--- src/hdl/neighbor_binding_classifier_defines.svh ---
// Assertion macros for the neighbor binding classifier.
// Expects clk_i and rst_ni in the scope of use; no other dependencies.
`ifndef NEIGHBOR_BINDING_CLASSIFIER_DEFINES_SVH
`define NEIGHBOR_BINDING_CLASSIFIER_DEFINES_SVH

// Check a consequence in the same cycle as its trigger
`define NBC_ASSERT_NOW(lbl, ante, cons, msg) \
  lbl: assert property (@(posedge clk_i) disable iff (!rst_ni) (ante) |-> (cons)) \
    else $error(msg);

// Check a consequence in the cycle after its trigger
`define NBC_ASSERT_NEXT(lbl, ante, cons, msg) \
  lbl: assert property (@(posedge clk_i) disable iff (!rst_ni) (ante) |=> (cons)) \
    else $error(msg);

`endif

--- src/hdl/nbc_pkg.sv ---
// Shared types and constants of the neighbor binding classifier.
// No dependencies; used by the controller, datapath and top level.
package nbc_pkg;

  localparam int unsigned NEIGHBORS_DEF = 32;
  localparam int unsigned ADDRS_DEF     = 4;
  localparam int unsigned OLDMACS_DEF   = 4;

  localparam int unsigned VLAN_W = 12;
  localparam int unsigned MAC_W  = 48;
  localparam int unsigned ADDR_W = 64;
  localparam int unsigned IP_W   = 2 * ADDR_W;
  localparam int unsigned TIME_W = 32;

  // 180 days of seconds
  localparam logic [TIME_W-1:0] INACT_RESET = TIME_W'(6 * 30 * 86400);

  typedef enum logic [2:0] {
    VERD_REFRESH     = 3'd0,
    VERD_NEW_STATION = 3'd1,
    VERD_NEW_LLA     = 3'd2,
    VERD_NEW_IP      = 3'd3,
    VERD_FLIP_FLOP   = 3'd4,
    VERD_REUSED      = 3'd5,
    VERD_CHANGED     = 3'd6
  } verdict_e;

  typedef enum logic [1:0] {
    SEV_QUIET = 2'd0,
    SEV_NEW   = 2'd1,
    SEV_ALARM = 2'd2
  } severity_e;

  // Controller to datapath commands
  typedef struct packed {
    logic load;       // capture the observation
    logic scan_init;  // clear the search trackers for a pass
    logic pass2;      // the pass being started is the link-local rescan
    logic scan_rd;    // read the row named by the scan index
    logic fetch;      // read the target row
    logic update;     // write back the target row and emit the word
  } cmd_t;

  // Datapath to controller status
  typedef struct packed {
    logic need_pass2;
  } stat_t;

endpackage

--- src/hdl/nbc_ctrl.sv ---
// Sequencer of the neighbor binding classifier: scan passes, fetch, update.
// Depends on nbc_pkg for the command and status words.
module nbc_ctrl #(
  parameter int unsigned NEIGHBORS = 32
) (
  input  logic                         clk_i,
  input  logic                         rst_ni,
  input  logic                         start_i,
  output logic                         busy_o,
  input  nbc_pkg::stat_t               status_i,
  output nbc_pkg::cmd_t                cmd_o,
  output logic [$clog2(NEIGHBORS)-1:0] scan_idx_o
);
  import nbc_pkg::*;

  localparam int unsigned IW = $clog2(NEIGHBORS);

  typedef enum logic [5:0] {
    S_IDLE   = 6'b000001,
    S_SCAN   = 6'b000010,
    S_DRAIN  = 6'b000100,
    S_DECIDE = 6'b001000,
    S_FETCH  = 6'b010000,
    S_UPDATE = 6'b100000
  } state_e;

  state_e          state_q, state_d;
  logic [IW-1:0]   cnt_q, cnt_d;
  logic            pass2_q, pass2_d;

  // Next state and commands
  always_comb begin
    state_d = state_q;
    cnt_d   = cnt_q;
    pass2_d = pass2_q;
    cmd_o   = '0;
    unique case (state_q)
      S_IDLE: begin
        if (start_i) begin
          cmd_o.load      = 1'b1;
          cmd_o.scan_init = 1'b1;
          cnt_d           = '0;
          pass2_d         = 1'b0;
          state_d         = S_SCAN;
        end
      end
      S_SCAN: begin
        cmd_o.scan_rd = 1'b1;
        if (cnt_q == IW'(NEIGHBORS - 1)) begin
          state_d = S_DRAIN;
        end else begin
          cnt_d = cnt_q + 1'b1;
        end
      end
      S_DRAIN: begin
        state_d = S_DECIDE;
      end
      S_DECIDE: begin
        if (status_i.need_pass2 && !pass2_q) begin
          cmd_o.scan_init = 1'b1;
          cmd_o.pass2     = 1'b1;
          pass2_d         = 1'b1;
          cnt_d           = '0;
          state_d         = S_SCAN;
        end else begin
          state_d = S_FETCH;
        end
      end
      S_FETCH: begin
        cmd_o.fetch = 1'b1;
        state_d     = S_UPDATE;
      end
      S_UPDATE: begin
        cmd_o.update = 1'b1;
        state_d      = S_IDLE;
      end
      default: begin
        state_d = S_IDLE;
      end
    endcase
  end

  always_ff @(posedge clk_i or negedge rst_ni) begin
    if (!rst_ni) begin
      state_q <= S_IDLE;
      cnt_q   <= '0;
      pass2_q <= 1'b0;
    end else begin
      state_q <= state_d;
      cnt_q   <= cnt_d;
      pass2_q <= pass2_d;
    end
  end

  assign busy_o     = (state_q != S_IDLE);
  assign scan_idx_o = cnt_q;

endmodule

--- config.mk ---
export PLATFORM = sky130hd
export DESIGN_NAME = nbc_ctrl
export DESIGN_NICKNAME = d
export VERILOG_FILES = /design/src/hdl/neighbor_binding_classifier_defines.svh /design/src/hdl/nbc_pkg.sv /design/src/hdl/nbc_ctrl.sv
export SDC_FILE = /design/constraint.sdc
export NUM_CORES = 1
export LEC_CHECK = 0
export BUFFER_PORTS_ARGS = -buffer_cell sky130_fd_sc_hd__buf_2
export CORE_MARGIN = 2
export CORE_UTILIZATION = 55
export DETAILED_ROUTE_END_ITERATION = 10
export PLACE_DENSITY = 0.89
export SLEW_MARGIN = 40
export SYNTH_ARGS = -nofsm -noshare
export SYNTH_HDL_FRONTEND = slang
export SYNTH_SLANG_ARGS = --single-unit
--- constraint.sdc ---
create_clock -name clk_i -period 4.7 [get_ports clk_i]
set_clock_uncertainty 0.1 [all_clocks]
set_input_delay 0.47 -clock clk_i [delete_from_list [all_inputs] [get_ports clk_i]]
set_output_delay 0.47 -clock clk_i [all_outputs]
set_load 0.1 [all_outputs]
==> impl_metrics.yaml <==
worst_setup_path:
  worstSetupEndpointType: "output pin"
  reg2reg_depth: 7
  cp_data_required_time_ps: 4130
  r2r_end: "scan_idx_o[4]"
  critPathKind: "flip-flop to output pin"
  crit_path_max_fanout: 11
  cp.arrival_ps: 2120
  start_kind: "flip-flop"
  reg2reg_slack_ps: 2650
  r2r_start: "scan_idx_o[0]"
detailed_routing:
  num_vias: 623
  viasPerCell: 5.77
  drt-wirelength-per-cell_um: 14.1
  drtIter0Drc: 17
  drc: 0
  routed_wl_um: 1520
  drtAntennaViolNets: 0
  dr.pass1.iters: 4
logic_synthesis:
  syn_avg_cell_area_um2: 9.75
  synth_edf_count: 0
  synth-seq-cells: 12
  synth_area_um2: 741
  yosysUniqueCellTypes: 37
  yosysSeqAreaShare_pct: 40.7
  synthCells: 76
  synth-main-ff-cell: "dfrtp_1"
  syn-num-nets: 82
  yosys_warnings: 0
  synthArstFlopShare_pct: 100
timing:
  setup_violations: 0
  hold_slack_ps: 291
  final_hold_viol_count: 0
  tightest_slew_ps: 486
  rsz0062_at_grt: "false"
  drv_slew: 0
  setup_tns_ps: 0
  finalCritPeriodShare_pct: 57.2
  max_freq_ghz: 0.372
  fin_crit_ps: 2690
  relSlewSlack_pct: 67.8
cts:
  post_cts_buffers: 0
  clk_pin_slew_worst_paths_ps: 70
  cts_sinks: 12
  cts_tree: "yes"
  clk_latency_ps: 260
  clockRootBuffer: "clkbuf_4"
  clk_path_buf_depth: 2
  htreeDepth: 1
  post_cts_resized: 0
  numCtsBuffers: 3
layout:
  finalNetCount: 100
  n_antenna_cell: 0
  final_area_um2: 841
  final.fill_count: 112
  drive_above_1_share_pct: 28.0
  syn_to_final_growth_pct: 13.5
power:
  p_sw_w: 0.000269
  p_sw_share_pct: 56.0
  share_comb_of_total_power_pct: 56.1
  pwr-share-clk_pct: 13.5
  powerDensity_mw_per_mm2: 572
  p_leak_nw: 0.446
  ir_drop_v: 0.000341
  p_int_w: 0.000212
  p_seq_share_pct: 30.4
global_routing:
  grt_pass1_wl_um: 2270
  grtUsageMet1_pct: 24.1
  met2_usage_pct: 40.1
  grt_use_met3_pct: 4.89
  antenna_found_initial: 0
  grt_max_degree: 13
  grt_use_total_pct: 21.7
  grt_most_used_layer: "met2"
  grt_pass1_vias: 552
  grt-ovfl-total: 0
floorplanning:
  core_area_mm2: 0.00128
  initial_core_util_pct: 57.6
  fp-row-count: 13
  die_w_um: 40.7
  boundaryPins: 16
  die_area_mm2: 0.00166
  die_h_um: 40.7
job:
  max_cap_violations: 0
worst_hold_path:
  hold_class: "primary input to flip-flop"
  hold_depth: 2
  min_to: "state_q[4]"
  min_from: "status_i"
placed_design:
  dp_hpwl_um: 1120
  port_buffers: 15
  routabilityCongestion: 0.802
  postPlaceCellArea_um2: 805
status:
  status: "finished, final reports clean"
## power groups by stage
stage	Combinational [W]	Clock, W	Sequential [W]
floorplan	0.000221	0	0.000166
global placement	0.000263	0	0.000145
detailed placement	0.000270	0	0.000147
CTS	0.000271	0.0000668	0.000145
global route	0.000285	0.0000719	0.000148
finish	0.000270	0.0000651	0.000146
## area by class of cell
cell class                 instances  area (µm²)  share of cell area, %
sequential                        12         302                   35.9
multi-input combinational         51         372                   44.2
tap                               15        18.8                   2.23
inverter                          10        37.5                   4.46
clock buffer                       4        26.3                   3.13
timing repair buffer              16        85.1                   10.1
## sequential cells by signal, summed over array words and instances, names as in the netlist
| signal | cells |
|---|---|
| pass2_q | 1 |
| scan_idx_o | 5 |
| state_q | 6 |
## cells in the final DEF (no fill, tap or decap), types with 2 or more instances in the layout
cell type,Yosys,final
and3_1,2,2
buf_2,0,15
nor2_1,5,5
nor3b_1,2,2
nand2_1,5,5
a21oi_1,3,3
mux2i_1,3,3
nand3_1,2,2
and4_1,2,2
dfrtp_1,11,11
clkbuf_4,0,3
o211ai_1,2,2
ha_1,2,2
inv_1,10,10
nand2b_1,2,2
## cells by family after synthesis
family	after synthesis	synth area share (%)
and+or+nand+nor	31	27.0
AOI/OAI and AO/OA	13	13.3
buffers and inverters	13	9.12
DFF	12	40.7
muxes	3	4.05
xor gates and xnor gates	2	2.37
adders and majority gates	2	3.38
## layer usage
| layer | share of wire, % | vias up |
|---|---|---|
| met1 | 45 | 304 |
| met4 | 0.59 | 0 |
| li1 | - | 304 |
| met2 | 51 | 13 |
| met3 | 3.1 | 2 |
| met5 | 0 | - |
## worst max-delay path, cell delays in order (launching register included)
cell and delay [ps]:
dfrtp_1 500, or4_4 540, nor2_1 170, nand2_1 120, nand2b_1 100, buf_2 420
## worst max path at each step
stage / from / end / slack [ps]
finish: state_q[3] / cmd_o[4] / 2010
global route: state_q[1] / cmd_o[4] / 1910
global placement: state_q[3] / cmd_o[2] / 2370
detailed placement: state_q[3] / cmd_o[2] / 2330
floorplan: state_q[0] / cmd_o[4] / 80
CTS: state_q[3] / cmd_o[4] / 2020
## cell usage after synthesis (all sizes together) (2+ instances only)
library cell	number	area, µm²
dfrtp	11	275
inv	10	37.5
nand2	5	18.8
nor2	5	18.8
a21oi	3	15.0
buf	3	30.0
mux2i	3	30.0
o211ai	3	27.5
and3	2	12.5
and4	2	17.5
ha	2	25.0
nand2b	2	12.5
nand3	2	10.0
nor3	2	21.3
nor3b	2	15.0
## per-stage QoR
stage               worst slack, ps  utilization, %  total power (W)  std cells
floorplan                      76.6               -         0.000387         76
global placement               2370            62.6         0.000409        103
detailed placement             2330            62.6         0.000416        103
CTS                            2020            65.4         0.000483        108
global route                   1910            65.4         0.000505        108
finish                         2010            65.4         0.000481        108
## repair_timing
| action | 4_1_cts | 5_1_grt |
|---|---|---|
| endpoints found under the hold margin | 11 | 0 |
| hold buffers | 1 | 0 |
| setup endpoints to repair | 0 | 0 |
Note: power is estimated with default switching activity, not from simulation.
